`src/rtl/esc_temp_pkg.sv`:
```
// shared types, constants and lookup tables for the telemetry frame temperature block
// no dependencies; used by esc_temp_ctrl, esc_temp_dp and the top level
`default_nettype none

package esc_temp_pkg;

   localparam int DEF_FRAME_BYTES = 24;

   localparam logic [7:0] SYNC_BYTE = 8'h9b;
   localparam logic [7:0] HDR1_BYTE = 8'h16;
   localparam logic [7:0] HDR2_BYTE = 8'h01;
   localparam logic [7:0] READ_MIN  = 8'd33;
   localparam logic [7:0] READ_MAX  = 8'd241;

   localparam int READ_A_POS = 18;
   localparam int READ_B_POS = 19;

   localparam int TABLE_LEN    = 119;
   localparam int IDX_W        = $clog2(TABLE_LEN);
   localparam int SEARCH_STEPS = IDX_W;
   localparam int STEP_W       = $clog2(SEARCH_STEPS);

   localparam int REQ_DATA_W = 8;
   localparam int RSP_DATA_W = 16;

   typedef enum logic [2:0] {
      ST_OK      = 3'd0,
      ST_BAD_HDR = 3'd1,
      ST_BAD_SUM = 3'd2,
      ST_HIGH    = 3'd3,
      ST_LOW     = 3'd4
   } status_type;

   // controller to datapath
   typedef struct packed {
      logic accept;   // take the byte on req_tdata
      logic check;    // judge the finished frame
      logic step;     // one binary search step
      logic load;     // move the result into the output register
   } dp_cmd_type;

   // datapath to controller
   typedef struct packed {
      logic frame_done;   // the offered byte completes a frame
      logic pass;         // header, checksum and range all good
      logic search_last;  // final search step
      logic out_free;     // output register can take a result
   } dp_sts_type;

   // descending adc readings
   localparam logic [7:0] ROM_ADC [0:TABLE_LEN-1] = '{
      8'd241, 8'd240, 8'd239, 8'd238, 8'd237, 8'd236, 8'd235, 8'd234, 8'd233, 8'd232,
      8'd231, 8'd230, 8'd229, 8'd228, 8'd227, 8'd226, 8'd224, 8'd223, 8'd222, 8'd220,
      8'd219, 8'd217, 8'd216, 8'd214, 8'd213, 8'd211, 8'd209, 8'd208, 8'd206, 8'd204,
      8'd202, 8'd201, 8'd199, 8'd197, 8'd195, 8'd193, 8'd191, 8'd189, 8'd187, 8'd185,
      8'd183, 8'd181, 8'd179, 8'd177, 8'd174, 8'd172, 8'd170, 8'd168, 8'd166, 8'd164,
      8'd161, 8'd159, 8'd157, 8'd154, 8'd152, 8'd150, 8'd148, 8'd146, 8'd143, 8'd141,
      8'd139, 8'd136, 8'd134, 8'd132, 8'd130, 8'd128, 8'd125, 8'd123, 8'd121, 8'd119,
      8'd117, 8'd115, 8'd113, 8'd111, 8'd109, 8'd106, 8'd105, 8'd103, 8'd101, 8'd99,
      8'd97,  8'd95,  8'd93,  8'd91,  8'd90,  8'd88,  8'd85,  8'd84,  8'd82,  8'd81,
      8'd79,  8'd77,  8'd76,  8'd74,  8'd73,  8'd72,  8'd69,  8'd68,  8'd66,  8'd65,
      8'd64,  8'd62,  8'd61,  8'd59,  8'd58,  8'd56,  8'd54,  8'd53,  8'd51,  8'd50,
      8'd48,  8'd46,  8'd44,  8'd43,  8'd41,  8'd39,  8'd37,  8'd35,  8'd33
   };

   // temperature in degrees for each adc entry
   localparam logic [7:0] ROM_DEG [0:TABLE_LEN-1] = '{
      8'd0,   8'd1,   8'd2,   8'd3,   8'd4,   8'd5,   8'd6,   8'd7,   8'd8,   8'd9,
      8'd10,  8'd11,  8'd12,  8'd13,  8'd14,  8'd15,  8'd16,  8'd17,  8'd18,  8'd19,
      8'd20,  8'd21,  8'd22,  8'd23,  8'd24,  8'd25,  8'd26,  8'd27,  8'd28,  8'd29,
      8'd30,  8'd31,  8'd32,  8'd33,  8'd34,  8'd35,  8'd36,  8'd37,  8'd38,  8'd39,
      8'd40,  8'd41,  8'd42,  8'd43,  8'd44,  8'd45,  8'd46,  8'd47,  8'd48,  8'd49,
      8'd50,  8'd51,  8'd52,  8'd53,  8'd54,  8'd55,  8'd56,  8'd57,  8'd58,  8'd59,
      8'd60,  8'd61,  8'd62,  8'd63,  8'd64,  8'd65,  8'd66,  8'd67,  8'd68,  8'd69,
      8'd70,  8'd71,  8'd72,  8'd73,  8'd74,  8'd75,  8'd76,  8'd77,  8'd78,  8'd79,
      8'd80,  8'd81,  8'd82,  8'd83,  8'd84,  8'd85,  8'd86,  8'd87,  8'd88,  8'd89,
      8'd90,  8'd91,  8'd92,  8'd93,  8'd94,  8'd95,  8'd96,  8'd97,  8'd98,  8'd99,
      8'd100, 8'd102, 8'd103, 8'd104, 8'd105, 8'd106, 8'd108, 8'd109, 8'd111, 8'd112,
      8'd114, 8'd116, 8'd117, 8'd119, 8'd121, 8'd124, 8'd126, 8'd128, 8'd129
   };

endpackage

`default_nettype wire

```
`src/rtl/esc_temp_ctrl.sv`:
```
// control state machine: receive, check, table search, hand off result
// depends on esc_temp_pkg
`default_nettype none

module esc_temp_ctrl (
   input  wire                      clock,
   input  wire                      reset,
   input  wire                      req_tvalid,
   output logic                     req_tready,
   input  esc_temp_pkg::dp_sts_type sts,
   output esc_temp_pkg::dp_cmd_type cmd
);

   typedef enum logic [3:0] {
      S_RECV   = 4'b0001,
      S_CHECK  = 4'b0010,
      S_SEARCH = 4'b0100,
      S_EMIT   = 4'b1000
   } state_type;

   state_type state_ff, state_in;

   always_comb begin
      state_in   = state_ff;
      req_tready = 1'b0;
      cmd        = '0;
      case (state_ff)
         S_RECV: begin
            req_tready = 1'b1;
            cmd.accept = req_tvalid;
            if (req_tvalid && sts.frame_done) begin
               state_in = S_CHECK;
            end
         end
         S_CHECK: begin
            cmd.check = 1'b1;
            state_in  = sts.pass ? S_SEARCH : S_EMIT;
         end
         S_SEARCH: begin
            cmd.step = 1'b1;
            if (sts.search_last) begin
               state_in = S_EMIT;
            end
         end
         S_EMIT: begin
            if (sts.out_free) begin
               cmd.load = 1'b1;
               state_in = S_RECV;
            end
         end
         default: begin
            state_in = S_RECV;
         end
      endcase
   end

   always_ff @(posedge clock) begin
      if (reset) begin
         state_ff <= S_RECV;
      end else begin
         state_ff <= state_in;
      end
   end

   // a finished search always ends in the hand-off state
   a_search_to_emit: assert property (@(posedge clock) disable iff (reset)
      (state_ff == S_SEARCH && sts.search_last) |=> (state_ff == S_EMIT))
      else $error("search did not hand off");

endmodule

`default_nettype wire

```
`src/rtl/esc_temp_dp.sv`:
```
// datapath: running frame sums and header flags, binary table search, output register
// depends on esc_temp_pkg
`default_nettype none

module esc_temp_dp #(
   parameter int FRAME_BYTES = esc_temp_pkg::DEF_FRAME_BYTES
) (
   input  wire                                    clock,
   input  wire                                    reset,
   input  wire  [esc_temp_pkg::REQ_DATA_W-1:0]    req_tdata,
   input  wire                                    rsp_tready,
   output logic                                   rsp_tvalid,
   output logic [esc_temp_pkg::RSP_DATA_W-1:0]    rsp_tdata,
   input  esc_temp_pkg::dp_cmd_type               cmd,
   output esc_temp_pkg::dp_sts_type               sts
);

   localparam int POS_W = $clog2(FRAME_BYTES);
   localparam int IDX_W = esc_temp_pkg::IDX_W;

   logic [POS_W-1:0]              pos_ff, pos_in;
   logic [15:0]                   sum_ff, sum_in;
   logic [15:0]                   word_ff, word_in;
   logic                          hdr_ok_ff, hdr_ok_in;
   logic [7:0]                    read_a_ff, read_a_in;
   logic [7:0]                    read_b_ff, read_b_in;
   logic [7:0]                    reading_ff;
   esc_temp_pkg::status_type      status_ff, status_in;
   logic [IDX_W-1:0]              lo_ff, lo_in;
   logic [IDX_W-1:0]              hi_ff, hi_in;
   logic [esc_temp_pkg::STEP_W-1:0] step_ff;
   logic                          rsp_valid_ff;
   logic [2:0]                    rsp_status_ff;
   logic [7:0]                    rsp_temp_ff;

   logic [7:0]       rx;
   logic             is_sync;
   logic [7:0]       reading;
   logic [IDX_W:0]   mid_sum;
   logic [IDX_W-1:0] mid;

   assign rx      = req_tdata;
   assign is_sync = (rx == esc_temp_pkg::SYNC_BYTE);

   // frame assembly, one byte per beat
   always_comb begin
      pos_in    = pos_ff;
      sum_in    = sum_ff;
      word_in   = word_ff;
      hdr_ok_in = hdr_ok_ff;
      read_a_in = read_a_ff;
      read_b_in = read_b_ff;
      if (cmd.accept) begin
         if (is_sync) begin
            pos_in    = POS_W'(1);
            sum_in    = {8'h00, esc_temp_pkg::SYNC_BYTE};
            hdr_ok_in = 1'b1;
         end else begin
            if (int'(pos_ff) == FRAME_BYTES - 1) begin
               pos_in = '0;
            end else begin
               pos_in = pos_ff + POS_W'(1);
            end
            if (pos_ff == '0) begin
               sum_in    = {8'h00, rx};
               hdr_ok_in = 1'b0;
            end else if (int'(pos_ff) <= FRAME_BYTES - 3) begin
               sum_in = sum_ff + {8'h00, rx};
            end
            if (int'(pos_ff) == 1) begin
               hdr_ok_in = hdr_ok_ff && (rx == esc_temp_pkg::HDR1_BYTE);
            end
            if (int'(pos_ff) == 2) begin
               hdr_ok_in = hdr_ok_ff && (rx == esc_temp_pkg::HDR2_BYTE);
            end
            if (int'(pos_ff) == FRAME_BYTES - 2) begin
               word_in[7:0] = rx;
            end
            if (int'(pos_ff) == FRAME_BYTES - 1) begin
               word_in[15:8] = rx;
            end
            if (int'(pos_ff) == esc_temp_pkg::READ_A_POS) begin
               read_a_in = rx;
            end
            if (int'(pos_ff) == esc_temp_pkg::READ_B_POS) begin
               read_b_in = rx;
            end
         end
      end
   end

   // frame judgment, priority header, checksum, range
   assign reading = (read_a_ff <= read_b_ff) ? read_a_ff : read_b_ff;

   always_comb begin
      if (!hdr_ok_ff) begin
         status_in = esc_temp_pkg::ST_BAD_HDR;
      end else if (sum_ff != word_ff) begin
         status_in = esc_temp_pkg::ST_BAD_SUM;
      end else if (reading > esc_temp_pkg::READ_MAX) begin
         status_in = esc_temp_pkg::ST_HIGH;
      end else if (reading < esc_temp_pkg::READ_MIN) begin
         status_in = esc_temp_pkg::ST_LOW;
      end else begin
         status_in = esc_temp_pkg::ST_OK;
      end
   end

   // binary search for the first descending entry at or below the reading
   assign mid_sum = {1'b0, lo_ff} + {1'b0, hi_ff};
   assign mid     = mid_sum[IDX_W:1];

   always_comb begin
      lo_in = lo_ff;
      hi_in = hi_ff;
      if (cmd.check) begin
         lo_in = '0;
         hi_in = IDX_W'(esc_temp_pkg::TABLE_LEN - 1);
      end else if (cmd.step) begin
         if (esc_temp_pkg::ROM_ADC[mid] <= reading_ff) begin
            hi_in = mid;
         end else begin
            lo_in = mid + IDX_W'(1);
         end
      end
   end

   assign sts.frame_done  = !is_sync && (int'(pos_ff) == FRAME_BYTES - 1);
   assign sts.pass        = (status_in == esc_temp_pkg::ST_OK);
   assign sts.search_last = (int'(step_ff) == esc_temp_pkg::SEARCH_STEPS - 1);
   assign sts.out_free    = !rsp_valid_ff || rsp_tready;

   always_ff @(posedge clock) begin
      if (reset) begin
         pos_ff       <= '0;
         rsp_valid_ff <= 1'b0;
      end else begin
         pos_ff <= pos_in;
         if (cmd.load) begin
            rsp_valid_ff <= 1'b1;
         end else if (rsp_tready) begin
            rsp_valid_ff <= 1'b0;
         end
      end
   end

   always_ff @(posedge clock) begin
      sum_ff    <= sum_in;
      word_ff   <= word_in;
      hdr_ok_ff <= hdr_ok_in;
      read_a_ff <= read_a_in;
      read_b_ff <= read_b_in;
      lo_ff     <= lo_in;
      hi_ff     <= hi_in;
      if (cmd.check) begin
         status_ff  <= status_in;
         reading_ff <= reading;
         step_ff    <= '0;
      end else if (cmd.step) begin
         step_ff <= step_ff + esc_temp_pkg::STEP_W'(1);
      end
      if (cmd.load) begin
         rsp_status_ff <= status_ff;
         rsp_temp_ff   <= (status_ff == esc_temp_pkg::ST_OK) ?
                          esc_temp_pkg::ROM_DEG[lo_ff] : 8'd0;
      end
   end

   assign rsp_tvalid = rsp_valid_ff;
   assign rsp_tdata  = {5'd0, rsp_temp_ff, rsp_status_ff};

   a_pos_bound: assert property (@(posedge clock) disable iff (reset)
      int'(pos_ff) < FRAME_BYTES)
      else $error("byte position past frame end");

   a_search_order: assert property (@(posedge clock) disable iff (reset)
      cmd.step |-> (lo_ff <= hi_ff))
      else $error("search bounds crossed");

endmodule

`default_nettype wire

```
`src/rtl/esc_telemetry_frame_temperature.sv`:
```
// after the last byte of a frame: a check state, then on a good frame seven binary search steps
// over the 119-entry table, then a load into the output register once it is free
// throughput: one byte per cycle while receiving; no byte is taken between frames while the
// frame is checked, searched and handed off, as req_tready is low in those states
// reset: synchronous, active high; clears the byte position, state machine and output valid
// depends on esc_temp_pkg, esc_temp_ctrl, esc_temp_dp
`default_nettype none

module esc_telemetry_frame_temperature #(
   parameter int FRAME_BYTES = esc_temp_pkg::DEF_FRAME_BYTES
) (
   input  wire                                 clock,
   input  wire                                 reset,
   // received byte stream
   input  wire                                 req_tvalid,
   output logic                                req_tready,
   input  wire  [esc_temp_pkg::REQ_DATA_W-1:0] req_tdata,   // [7:0] rx_byte
   // one result beat per completed frame
   output logic                                rsp_tvalid,
   input  wire                                 rsp_tready,
   output logic [esc_temp_pkg::RSP_DATA_W-1:0] rsp_tdata    // [2:0] status, [10:3] temperature
);

   // command and status between controller and datapath
   esc_temp_pkg::dp_cmd_type cmd;
   esc_temp_pkg::dp_sts_type sts;

   // state machine: receive bytes, judge frame, search table, hand off
   esc_temp_ctrl u_ctrl (
      .clock      (clock),
      .reset      (reset),
      .req_tvalid (req_tvalid),
      .req_tready (req_tready),
      .sts        (sts),
      .cmd        (cmd)
   );

   // running checksum and header flags, search unit, output register
   esc_temp_dp #(
      .FRAME_BYTES (FRAME_BYTES)
   ) u_dp (
      .clock      (clock),
      .reset      (reset),
      .req_tdata  (req_tdata),
      .rsp_tready (rsp_tready),
      .rsp_tvalid (rsp_tvalid),
      .rsp_tdata  (rsp_tdata),
      .cmd        (cmd),
      .sts        (sts)
   );

   // only the five defined status codes leave the block
   a_status_code: assert property (@(posedge clock) disable iff (reset)
      rsp_tvalid |-> (rsp_tdata[2:0] <= esc_temp_pkg::ST_LOW))
      else $error("undefined status code");

   // a failed frame carries no temperature
   a_fail_zero: assert property (@(posedge clock) disable iff (reset)
      (rsp_tvalid && rsp_tdata[2:0] != esc_temp_pkg::ST_OK) |-> (rsp_tdata[10:3] == 8'd0))
      else $error("temperature on failed frame");

endmodule

`default_nettype wire

```
`config.mk`:
```
export PLATFORM = sky130hd
export DESIGN_NAME = esc_telemetry_frame_temperature
export DESIGN_NICKNAME = d
export VERILOG_FILES = /design/src/rtl/esc_temp_pkg.sv /design/src/rtl/esc_temp_ctrl.sv /design/src/rtl/esc_temp_dp.sv /design/src/rtl/esc_telemetry_frame_temperature.sv
export SDC_FILE = /design/constraint.sdc
export NUM_CORES = 1
export LEC_CHECK = 0
export BUFFER_PORTS_ARGS = -buffer_cell sky130_fd_sc_hd__buf_2
export CAP_MARGIN = 20
export CORE_MARGIN = 2
export CORE_UTILIZATION = 45
export CTS_CLUSTER_DIAMETER = 30
export DETAILED_ROUTE_END_ITERATION = 6
export GPL_ROUTABILITY_DRIVEN = 0
export SLEW_MARGIN = 20
export SYNTH_ARGS = -nofsm -noshare
export SYNTH_HDL_FRONTEND = slang
export SYNTH_HIERARCHICAL = 1
export SYNTH_SLANG_ARGS = --single-unit
```
`constraint.sdc`:
```
create_clock -name clock -period 4.7 [get_ports clock]
set_input_delay 0.47 -clock clock [delete_from_list [all_inputs] [get_ports clock]]
set_output_delay 0.47 -clock clock [all_outputs]
set_load 0.01 [all_outputs]
```
==> qor.csv, run 1 <==
stage;metric;value;unit
timing;Setup TNS Final;0;ns
final_layout;# diodes;0;
worst_hold_path;Hold Crit Class;in -> reg;
floorplanning;I/O pins;30;
clocking;clock-pin slew on the worst setup and hold paths;0.07;ns
clocking;clock sinks;98;
run;Max Cap Viol;0;
global_routing;GRT Overall Usage;21.0;%
setup_path;WP depth;19;
setup_path;reg-to-reg startpoint;u_dp/lo_ff[2];
timing;final worst-path cycle share;94.7;%
power_and_ir_drop;Pwr Total;1.97;mW
placed_design;number of port buffers;24;
synth;Unique masters post-synth;80;
final_layout;Fillers;1385;
final_layout;nets;844;
synth;asr flop ratio synth;0;%
placed_design;DP HPWL;12300;microns
setup_path;max incr delay on CP;0.40;ns
drt;Routed Antenna Nets;0;
setup_path;maximum fanout along the worst path;13;
timing;Max transition margin;44.9;%
global_routing;largest net degree at the start of global routing;30;
drt;DR vias;5872;
floorplanning;die height;128;microns
timing;Fin. Hold Viols;0;
drt;WL final;17100;microns
setup_path;R2R depth;19;
clocking;CTS Hold Bufs;0;
global_routing;initial antenna violation count;0;
synth;top cells by area, synth;edfxtp_1 31%, ha_1 10%, dfxtp_1 7.8%;
synth;Post-Syn Area;6960;sq um
drt;Vias/cell;6.08;
synth;commonest cells in the synthesized netlist;71 x edfxtp_1, 65 x nand2_1, 57 x ha_1, 55 x nor2_1, 51 x o21ai_0;
worst_hold_path;WHS Path Cells;1;
outcome;status;finished, final reports clean;
drt;Initial DRC Count;621;
global_routing;global-route wire length before repair;27600;microns
power_and_ir_drop;pwr/cell area;254;nW/um^2
timing;slew of the pin with the lowest slew margin;0.827;ns
synth;Yosys reg bits;98;
power_and_ir_drop;maximum VDD drop;0.217;mV
floorplanning;die width;128;microns
synth;count leader, synth;edfxtp_1;
floorplanning;initial core utilization;45.9;%
floorplanning;row count;45;
timing;Clock Skew;0.00584;ns
final_layout;Final Instance Area;7750;sq um
clocking;Worst-Skew Late Latency;0.35;ns
setup_path;CP top delay family;compound AO/OA/AOI/OAI gates;
synth;Syn Inst Count;734;
timing;Final Critical Period;4.45;ns
timing;max-slew violation count;0;
synth;biggest area consumer among synthesized cells;edfxtp_1;
placed_design;dpl ws;-0.0554;ns
setup_path;slowest library cell on the worst path;or3_1;
drt;wire per inst;17.7;microns
synth;Syn. warnings;6;
timing;final number of setup-violating endpoints;0;
drt;detailed-router iteration count before antenna repair;6;
setup_path;CP startpoint kind;flip-flop;
setup_path;required time of the critical path;4.93;ns
clocking;maximum clock insertion buffer count;2;
drt;Residual DRC;0;
floorplanning;Core Area;15100;sq um
synth;Primary FF master, synth;edfxtp_1;
worst_hold_path;Worst Hold Launch;req_tdata[0];
timing;RSZ-0062 raised after global routing;no;
floorplanning;Die Area;16500;sq um
placed_design;area post-placement;7390;sq um
final_layout;Util after Layout;51.2;%
setup_path;CP dominant cell by count;buf_4;
final_layout;synthesis-to-layout area growth;11.4;%
global_routing;GRT overflow;0;
setup_path;Cell Chain, Critical Path;ha_1 -> and4_4 -> or3_1 -> nand2_2 -> buf_4 -> buf_4 -> nand2_1 -> o221ai_1 -> o21ai_0 -> a211o_1 -> ha_1 -> nor2b_1 -> o21a_1 -> o21a_1 -> o21ai_1 -> a211oi_1 -> buf_4 -> mux2i_1 -> nor2_1;
power_and_ir_drop;Pleak;3.04;nW
synth;synthesized area per cell;9.48;sq um
setup_path;CP endpoint kind;flip-flop;
synth;top cell type's share of synthesized area;30.7;%
synth;EDFF count, synth;71;
final_layout;ratio of cells with drive above 1 in the final layout;15.7;%
timing;Peak Freq;0.225;GHz
clocking;CTS root buffer;clkbuf_16;
setup_path;r2r endpoint;u_dp/lo_ff[1];
timing;final worst slack;0.249;ns
clocking;TritonCTS clock tree;done;
setup_path;reg2reg setup slack;0.25;ns
worst_hold_path;hold endpoint;u_dp/word_ff[0];
setup_path;Crit path buffers/inverters;3;
clocking;total clock buffers created by CTS;9;
setup_path;CP Class;reg -> reg;
synth;share of synthesized area occupied by flip-flops and latches;38.4;%
setup_path;critical path arrival;4.69;ns
global_routing;vias in the first global route;5556;
clocking;H-tree levels;3;
## registers in the layout, summed over array words and instances (netlist names), 4 cells and up
| signal | cells |
|---|---|
| u_dp/sum_ff | 16 |
| u_dp/word_ff | 16 |
| u_dp/read_a_ff | 8 |
| u_dp/read_b_ff | 8 |
| u_dp/reading_ff | 8 |
| u_dp/rsp_temp_ff | 8 |
| u_dp/hi_ff | 7 |
| u_dp/lo_ff | 7 |
| u_dp/pos_ff | 5 |
| u_ctrl/state_ff | 4 |
## layer usage
| metal | up-vias | share of wire (%) | track usage [%] |
|---|---|---|---|
| met1 | 2815 | 43 | 28.0 |
| met4 | 0 | 2.2 | 8.73 |
| li1 | 2808 | - | - |
| met2 | 216 | 49 | 34.5 |
| met3 | 33 | 5.9 | 2.92 |
| met5 | - | 0 | 0 |
## worst max-delay path by stage
stage | start | end | slack [ns]
floorplan | u_dp/lo_ff[0] | u_dp/lo_ff[1] | 0.05
global placement | u_dp/hi_ff[0] | u_dp/hi_ff[2] | 0.12
detailed placement | u_dp/hi_ff[0] | u_dp/hi_ff[4] | -0.06
CTS | u_dp/hi_ff[0] | u_dp/lo_ff[1] | 0.12
global route | u_dp/hi_ff[4] | u_dp/lo_ff[1] | 0.03
finish | u_dp/lo_ff[2] | u_dp/lo_ff[1] | 0.25
## per-stage QoR
stage | hold slack (ns) | std cells
2_1_floorplan | 0.442 | 738
3_3_place_gp | 0.469 | 942
3_5_place_dp | 0.461 | 942
4_1_cts | 0.404 | 958
5_1_grt | 0.430 | 966
6_report | 0.418 | 966
## report_power, final
group	switching, mW	internal [mW]
clock network	0.337	0.363
registers	0.0213	0.948
logic	0.181	0.122
## cell usage in the layout, fill, tap and decap left out, drive strengths merged, types with 7 or more instances in the layout
| master | count |
|---|---|
| nor3 | 19 |
| and3 | 11 |
| a31oi | 10 |
| a21oi | 45 |
| a21o | 10 |
| ha | 57 |
| dfxtp | 27 |
| inv | 45 |
| nor2 | 55 |
| mux2i | 9 |
| xnor2 | 15 |
| buf | 58 |
| nand3 | 22 |
| clkbuf | 10 |
| a211oi | 16 |
| nor4 | 8 |
| nand2 | 66 |
| nand3b | 11 |
| o21ai | 53 |
| mux2 | 9 |
| nor3b | 8 |
| edfxtp | 71 |
| xor2 | 19 |
| and2 | 8 |
| nor2b | 7 |
## cells by family after synthesis
group / Yosys count / synth area share (%)
adders and majority gates: 59 / 10.8
muxes: 24 / 4.70
DFF: 98 / 38.4
other: 1 / 0.0539
buffers and inverters: 79 / 4.84
xor gates and xnor gates: 34 / 4.28
AOI/OAI and AO/OA: 192 / 18.2
and+or+nand+nor: 247 / 18.7
## cell type report
class                           instances  area (sq um)  area share [%]
Clock buffer                            9           225            2.91
Clock inverter                          7          52.6           0.678
Multi-Input combinational cell        561          4010            51.8
Sequential cell                        98          2670            34.5
Timing Repair Buffer                   59           380            4.91
Inverter                               44           170            2.20
Tap cell                              188           235            3.04
## timing repair
action                     4_1_cts  5_1_grt
pin swaps                        0        1
setup buffers                    0        7
gates resized for setup          1        7
hold endpoints to repair         0        0
setup endpoints to repair       14       14
Power figures use the tool's default switching activity.
==> run 2, diff against run 1 <==
--- a/config.mk
+++ b/config.mk
@@ -12,6 +12,7 @@
 export CTS_CLUSTER_DIAMETER = 30
 export DETAILED_ROUTE_END_ITERATION = 6
 export GPL_ROUTABILITY_DRIVEN = 0
+export PLACE_DENSITY = 0.72
 export SLEW_MARGIN = 20
 export SYNTH_ARGS = -nofsm -noshare
 export SYNTH_HDL_FRONTEND = slang
==> run 2 against run 1 <==
Effect of this change: sequential power barely moved; critical path type unchanged; setup slack got worse by 0.025 ns; non-clock buffer count fell by 6; combinational power shrank 3%; clock-buffer cell count unchanged; critical path depth fell by 2; highest routed layer unchanged; fmax fell by 0.56%; final cell count decreased by 0.62%; register-to-register slack worse by 0.02 ns; largest power group unchanged; design area decreased by 0.66%.
==> qor.csv, run 2 (synthesis results as in run 1) <==
stage;metric;value;unit;change
drt;Initial DRC Count;529;;was 621
final_layout;Fillers;1384;;was 1385
global_routing;largest net degree at the start of global routing;29;;was 30
power_and_ir_drop;switching part of the total;26.7;%;was 27.3%
global_routing;gr busiest metal;met2;;unchanged
floorplanning;Core Area;15100;sq um;unchanged
final_layout;nets;838;;was 844
drt;WL final;16100;microns;was 17100 microns
clocking;CTS root buffer;clkbuf_16;;unchanged
timing;hold slack;0.424;ns;was 0.418 ns
clocking;Worst-Skew Late Latency;0.34;ns;was 0.35 ns
placed_design;DP HPWL;11700;microns;was 12300 microns
drt;DR vias;5731;;was 5872
floorplanning;I/O pins;30;;unchanged
setup_path;critical path arrival;4.69;ns;about the same
setup_path;slowest library cell on the worst path;mux4_2;;was or3_1
setup_path;max incr delay on CP;0.52;ns;was 0.40 ns
global_routing;met3 usage;2.96;%;was 2.92%
run;Max Cap Viol;0;;unchanged
global_routing;GRT Overall Usage;19.8;%;was 21.0%
outcome;status;finished, final reports clean;;unchanged
timing;Clock Skew;0.00716;ns;was 0.00584 ns
timing;max-slew violation count;0;;unchanged
final_layout;register area;2670;sq um;about the same
final_layout;Final Instance Area;7700;sq um;was 7750 sq um
clocking;clock sinks;98;;unchanged
timing;final number of setup-violating endpoints;0;;unchanged
global_routing;vias in the first global route;5321;;was 5556
timing;Max transition margin;46.0;%;was 44.9%
final_layout;area of the multi-input gates;4010;sq um;about the same
timing;RSZ-0062 raised after global routing;no;;unchanged
drt;detailed-router iteration count before antenna repair;5;;was 6
floorplanning;initial core utilization;45.9;%;unchanged
global_routing;global-route wire length before repair;26400;microns;was 27600 microns
setup_path;required time of the critical path;4.92;ns;was 4.93 ns
power_and_ir_drop;maximum VDD drop;0.235;mV;was 0.217 mV
drt;Routed Antenna Nets;0;;unchanged
timing;Final Critical Period;4.48;ns;was 4.45 ns
final_layout;Top Registers;u_dp/sum_ff (16), u_dp/word_ff (16);;unchanged
setup_path;Cell Chain, Critical Path;and2_1 -> fa_1 -> xor2_4 -> buf_4 -> ha_1 -> mux4_2 -> nor3_1 -> a31oi_1 -> a32oi_1 -> ha_1 -> and3_1 -> nand4_1 -> o21ai_0 -> a211oi_1 -> buf_4 -> mux2i_1 -> nor2_1;;was ha_1 -> and4_4 -> or3_1 -> nand2_2 -> buf_4 -> buf_4 -> nand2_1 -> o221ai_1 -> o21ai_0 -> a211o_1 -> ha_1 -> nor2b_1 -> o21a_1 -> o21a_1 -> o21ai_1 -> a211oi_1 -> buf_4 -> mux2i_1 -> nor2_1
setup_path;CP endpoint kind;flip-flop;;unchanged
power_and_ir_drop;pwr/cell area;254;nW/um^2;about the same
global_routing;met2 Use GR;33.1;%;was 34.5%
clocking;total setup buffers inserted after CTS;0;;unchanged
power_and_ir_drop;Internal;1.43;mW;about the same
power_and_ir_drop;sw power;0.521;mW;was 0.539 mW
final_layout;synthesis-to-layout area growth;10.7;%;was 11.4%
clocking;cts repair resizes;0;;was 1
clocking;total clock buffers created by CTS;9;;unchanged
final_layout;commonest non-fill, non-tap cells in the layout;71 x edfxtp_1, 65 x nand2_1, 57 x ha_1;;unchanged
power_and_ir_drop;Flop pwr share;49.7;%;was 49.2%
final_layout;Util after Layout;50.8;%;was 51.2%
floorplanning;Die Area;16500;sq um;unchanged
final_layout;commonest non-fill, non-tap cell in the layout;edfxtp_1;;unchanged
global_routing;GRT overflow;0;;unchanged
drt;Vias/cell;5.97;;was 6.08
timing;Fin. Hold Viols;0;;unchanged
clocking;CTS Hold Bufs;0;;unchanged
global_routing;grt met1 use;26.4;%;was 28.0%
clocking;clock-pin slew on the worst setup and hold paths;0.07;ns;about the same
floorplanning;row count;45;;unchanged
worst_hold_path;Hold Crit Class;in -> reg;;unchanged
clocking;H-tree levels;3;;unchanged
power_and_ir_drop;clock power share;35.2;%;was 35.5%
clocking;maximum clock insertion buffer count;2;;unchanged
timing;final worst-path cycle share;95.2;%;was 94.7%
placed_design;number of port buffers;24;;unchanged
setup_path;CP Class;reg -> reg;;unchanged
timing;Peak Freq;0.223;GHz;was 0.225 GHz
power_and_ir_drop;Pleak;3.02;nW;was 3.04 nW
final_layout;ratio of cells with drive above 1 in the final layout;14.8;%;was 15.7%
floorplanning;die width;128;microns;unchanged
clocking;TritonCTS clock tree;done;;unchanged
timing;slew of the pin with the lowest slew margin;0.810;ns;was 0.827 ns
floorplanning;die height;128;microns;unchanged
timing;Setup TNS Final;0;ns;unchanged
drt;wire per inst;16.7;microns;was 17.7 microns
setup_path;maximum fanout along the worst path;11;;was 13
drt;Residual DRC;0;;unchanged
placed_design;area post-placement;7400;sq um;was 7390 sq um
power_and_ir_drop;Logic pwr share;15.1;%;was 15.3%
global_routing;initial antenna violation count;0;;unchanged
final_layout;# diodes;0;;unchanged
setup_path;CP startpoint kind;flip-flop;;unchanged
-- run 2: worst max-delay path, delay by kind of cell (launching register included) --
kind	cells	cell delay [ns]
fa+ha+maj	3	1.26
compound gates	4	0.76
mux	2	0.75
simple gates	5	0.59
buf+inv	2	0.42
flops	1	0.34
xor+xnor	1	0.25
-- run 2: worst paths after layout --
kind / depth (start not counted) / slack (ns) / to / startpoint
worst max-delay path: 17 / 0.22 / u_dp/lo_ff[1] / u_dp/hi_ff[0]
worst max register to register: 17 / 0.22 / u_dp/lo_ff[1] / u_dp/hi_ff[0]
worst min register to register: 0 / 0.49 / u_dp/rsp_status_ff[1] / u_dp/status_ff[1]
worst min-delay path: 2 / 0.42 / u_dp/pos_ff[3] / reset
-- run 2: metrics by stage --
stage	std cells	total power, mW	worst slack, ns
after floorplan	738	1.20	0.0492
after global placement	943	1.28	0.281
after detailed placement	943	1.28	0.185
after CTS	959	1.96	0.196
after global routing	960	2.03	0.00248
final	960	1.95	0.224
-- run 2: per-layer routing --
layer  vias to the layer above  share of wire, %  wire length [microns]
met3                        29               5.2                    838
li1                       2787                 -                      -
met2                       196                48                   7790
met4                         0               2.1                    330
met1                      2719                44                   7110
met5                         -                 0                      0
-- run 2: area by class of cell --
type,count,share of cell area (%)
clock buffers,9,2.93
clock inverters,7,0.666
inverters,44,2.16
multi-input cells,561,52.1
flip-flops and latches,98,34.7
well taps,188,3.06
repair buffers,53,4.39
-- run 2: power groups by stage --
| stage | logic, mW | registers, mW | clock network, mW |
|---|---|---|---|
| finish | 0.295 | 0.971 | 0.686 |
| global route | 0.328 | 0.973 | 0.734 |
| CTS | 0.292 | 0.970 | 0.699 |
| detailed placement | 0.289 | 0.990 | 0 |
| global placement | 0.286 | 0.989 | 0 |
| floorplan | 0.217 | 0.982 | 0 |
==> run 3, diff against run 2 <==
--- a/config.mk
+++ b/config.mk
@@ -5,6 +5,7 @@
 export SDC_FILE = /design/constraint.sdc
 export NUM_CORES = 1
 export LEC_CHECK = 0
+export ABC_AREA = 1
 export BUFFER_PORTS_ARGS = -buffer_cell sky130_fd_sc_hd__buf_2
 export CAP_MARGIN = 20
 export CORE_MARGIN = 2
==> run 3 against run 2 <==
Effect of this change: fmax is 8.0% higher; design area is 2.4% lower; die area is 1.0% lower; non-clock buffer count is 18 lower; sequential share of layout area is 0.82 points higher; clock skew is 0.0035 ns higher; first-iteration DRC count is 3.4% lower; register-to-register slack better by 0.33 ns; synthesized cell count is 18% higher; routed wire length is 6.4% lower; utilization is 1.0 points lower.
==> qor.csv, run 3 <==
stage;metric;value;unit;change
placed_design;Placed Cells;1069;;was 943
clocking;maximum clock insertion buffer count;2;;unchanged
setup_path;CP Class;reg -> reg;;unchanged
worst_hold_path;hold endpoint;u_dp/rsp_tvalid;;was u_dp/pos_ff[3]
run;Max Cap Viol;0;;unchanged
global_routing;met2 Use GR;31.1;%;was 33.1%
setup_path;reg-to-reg startpoint;u_dp/lo_ff[0];;was u_dp/hi_ff[0]
setup_path;maximum fanout along the worst path;11;;unchanged
timing;final worst-path cycle share;88.2;%;was 95.2%
clocking;H-tree levels;3;;unchanged
setup_path;CP endpoint kind;flip-flop;;unchanged
synth;EDFF count, synth;71;;unchanged
synth;biggest area consumer among synthesized cells;edfxtp_1;;unchanged
floorplanning;Die Area;16300;sq um;was 16500 sq um
synth;synthesized area per cell;7.97;sq um;was 9.48 sq um
drt;Residual DRC;0;;unchanged
timing;final worst slack;0.554;ns;was 0.224 ns
worst_hold_path;Worst Hold Launch;rsp_tready;;was reset
synth;share of synthesized area occupied by flip-flops and latches;38.8;%;was 38.4%
synth;commonest cells in the synthesized netlist;187 x nand2_1, 110 x inv_1, 76 x nand3_1, 73 x a21oi_1, 71 x edfxtp_1;;was 71 x edfxtp_1, 65 x nand2_1, 57 x ha_1, 55 x nor2_1, 51 x o21ai_0
timing;Final Critical Period;4.15;ns;was 4.48 ns
synth;top cells by area, synth;edfxtp_1 31%, ha_1 10%, nand2_1 10%;;was edfxtp_1 31%, ha_1 10%, dfxtp_1 7.8%
clocking;total setup buffers inserted after CTS;0;;unchanged
timing;RSZ-0062 raised after global routing;no;;unchanged
synth;asr flop ratio synth;0;%;unchanged
timing;Clock Skew;0.0106;ns;was 0.00716 ns
clocking;Worst-Skew Late Latency;0.35;ns;was 0.34 ns
drt;DR vias;5885;;was 5731
worst_hold_path;WHS Path Cells;4;;was 2
global_routing;GRT Overall Usage;19.1;%;was 19.8%
setup_path;r2r endpoint;u_dp/hi_ff[5];;was u_dp/lo_ff[1]
clocking;CTS Hold Bufs;0;;unchanged
clocking;clock-pin slew on the worst setup and hold paths;0.07;ns;about the same
final_layout;ratio of cells with drive above 1 in the final layout;10.8;%;was 14.8%
global_routing;GRT overflow;0;;unchanged
final_layout;synthesis-to-layout area growth;9.26;%;was 10.7%
timing;Setup TNS Final;0;ns;unchanged
floorplanning;die width;128;microns;about the same
synth;Primary FF master, synth;edfxtp_1;;unchanged
drt;wire per inst;13.9;microns;was 16.7 microns
synth;Post-Syn Area;6880;sq um;was 6960 sq um
setup_path;required time of the critical path;4.92;ns;about the same
final_layout;commonest non-fill, non-tap cell in the layout;nand2_1;;was edfxtp_1
floorplanning;initial core utilization;45.6;%;was 45.9%
setup_path;CP startpoint kind;flip-flop;;unchanged
global_routing;vias in the first global route;5297;;was 5321
global_routing;initial antenna violation count;0;;unchanged
timing;hold slack;0.407;ns;was 0.424 ns
final_layout;# diodes;0;;unchanged
drt;Routed Antenna Nets;0;;unchanged
floorplanning;row count;45;;unchanged
synth;Syn. warnings;6;;unchanged
timing;Peak Freq;0.241;GHz;was 0.223 GHz
global_routing;grt met1 use;26.0;%;was 26.4%
synth;count leader, synth;nand2_1;;was edfxtp_1
drt;WL final;15000;microns;was 16100 microns
drt;Vias/cell;5.42;;was 5.97
final_layout;commonest non-fill, non-tap cells in the layout;187 x nand2_1, 110 x inv_1, 76 x nand3_1;;was 71 x edfxtp_1, 65 x nand2_1, 57 x ha_1
timing;max-slew violation count;0;;unchanged
global_routing;largest net degree at the start of global routing;29;;unchanged
setup_path;R2R depth;23;;was 17
floorplanning;die height;128;microns;about the same
clocking;TritonCTS clock tree;done;;unchanged
timing;Fin. Hold Viols;0;;unchanged
final_layout;non-filler instance count after layout;1085;;was 960
drt;Initial DRC Count;511;;was 529
global_routing;met3 usage;4.26;%;was 2.96%
outcome;status;finished, final reports clean;;unchanged
timing;Max transition margin;45.8;%;was 46.0%
final_layout;nets;963;;was 838
floorplanning;Core Area;15100;sq um;about the same
setup_path;critical path arrival;4.36;ns;was 4.69 ns
synth;top cell type's share of synthesized area;31.0;%;was 30.7%
timing;slew of the pin with the lowest slew margin;0.810;ns;about the same
drt;detailed-router iteration count before antenna repair;5;;unchanged
synth;Yosys reg bits;98;;unchanged
clocking;CTS root buffer;clkbuf_16;;unchanged
clocking;total clock buffers created by CTS;9;;unchanged
placed_design;DP HPWL;11100;microns;was 11700 microns
floorplanning;I/O pins;30;;unchanged
synth;Unique masters post-synth;50;;was 80
setup_path;reg2reg setup slack;0.55;ns;was 0.22 ns
worst_hold_path;Hold Crit Class;in -> reg;;unchanged
timing;final number of setup-violating endpoints;0;;unchanged
clocking;clock sinks;98;;unchanged
final_layout;Fillers;1453;;was 1384
placed_design;dpl ws;0.364;ns;was 0.185 ns
final_layout;Top Registers;u_dp/sum_ff (16), u_dp/word_ff (16);;unchanged
global_routing;gr busiest metal;met2;;unchanged
placed_design;number of port buffers;24;;unchanged
synth;Syn Inst Count;863;;was 734
global_routing;global-route wire length before repair;25200;microns;was 26400 microns
## run 3: final cells by class
type / count / area, sq um / share of cell area, %
Sequential cell: 98 / 2670 / 35.6
Multi-Input combinational cell: 631 / 3640 / 48.5
Tap cell: 188 / 235 / 3.13
Clock buffer: 9 / 225 / 3.00
Timing Repair Buffer: 35 / 203 / 2.70
Inverter: 117 / 442 / 5.88
Clock inverter: 7 / 95.1 / 1.26
## run 3: cells by family after synthesis
group / Yosys count / share of synthesized area [%]
XOR/XNOR: 24 / 3.16
other: 1 / 0.0545
AND/OR/NAND/NOR: 387 / 25.6
AO/OA/AOI/OAI: 156 / 12.7
adder cells (fa/ha/maj): 59 / 10.9
flip-flops: 98 / 38.8
buffers and inverters: 138 / 8.75
## run 3: worst max path at each step
stage             startpoint       endpoint  slack [ns]  cells after the start
3_3_place_gp   u_dp/lo_ff[0]  u_dp/hi_ff[5]        0.56                     23
5_1_grt        u_dp/lo_ff[0]  u_dp/hi_ff[5]        0.11                     22
4_1_cts        u_dp/lo_ff[0]  u_dp/hi_ff[5]        0.37                     23
6_report       u_dp/lo_ff[0]  u_dp/hi_ff[5]        0.55                     23
2_1_floorplan  u_dp/lo_ff[0]  u_dp/hi_ff[1]        1.01                     23
3_5_place_dp   u_dp/lo_ff[0]  u_dp/hi_ff[5]        0.36                     23
## run 3: worst max-delay path: stages (launching register included)
cell and delay [ns]:
dfxtp_1 0.38, nand2_1 0.12, clkinv_1 0.11, fa_1 0.51, xor2_4 0.34, inv_2 0.18
ha_1 0.23, inv_1 0.05, nand2_1 0.13, nand2_1 0.14, o21ai_1 0.07, nand2_1 0.06
nand3_1 0.07, nor2_1 0.10, nor2_1 0.05, ha_1 0.29, a21oi_1 0.15, o21ai_0 0.10
nand2_1 0.07, o211ai_1 0.09, a21oi_1 0.35, inv_2 0.15, a21oi_1 0.16, o21ai_0 0.10
## run 3: what timing repair did
action                                 4_1_cts  5_1_grt
endpoints found under the hold margin        0        0
resized for setup                            0        2
setup endpoints to repair                    0        5
## run 3: through the flow
step / util [%] / area, sq um
after floorplan: - / 6900
after global placement: 47.5 / 7170
after detailed placement: 47.5 / 7170
after CTS: 49.7 / 7490
after global routing: 49.8 / 7520
final: 49.8 / 7520
## run 3: routing by layer
layer	part of all wire [%]	vias to the layer above	routed length, microns
li1	-	2960	-
met5	0	-	0
met4	1.8	0	275
met3	6.4	34	967
met2	46	211	6990
met1	45	2680	6810
Power of run 3 is not shown: default switching activity piles up to over one toggle a cycle in this logic, so the estimate is an artifact.
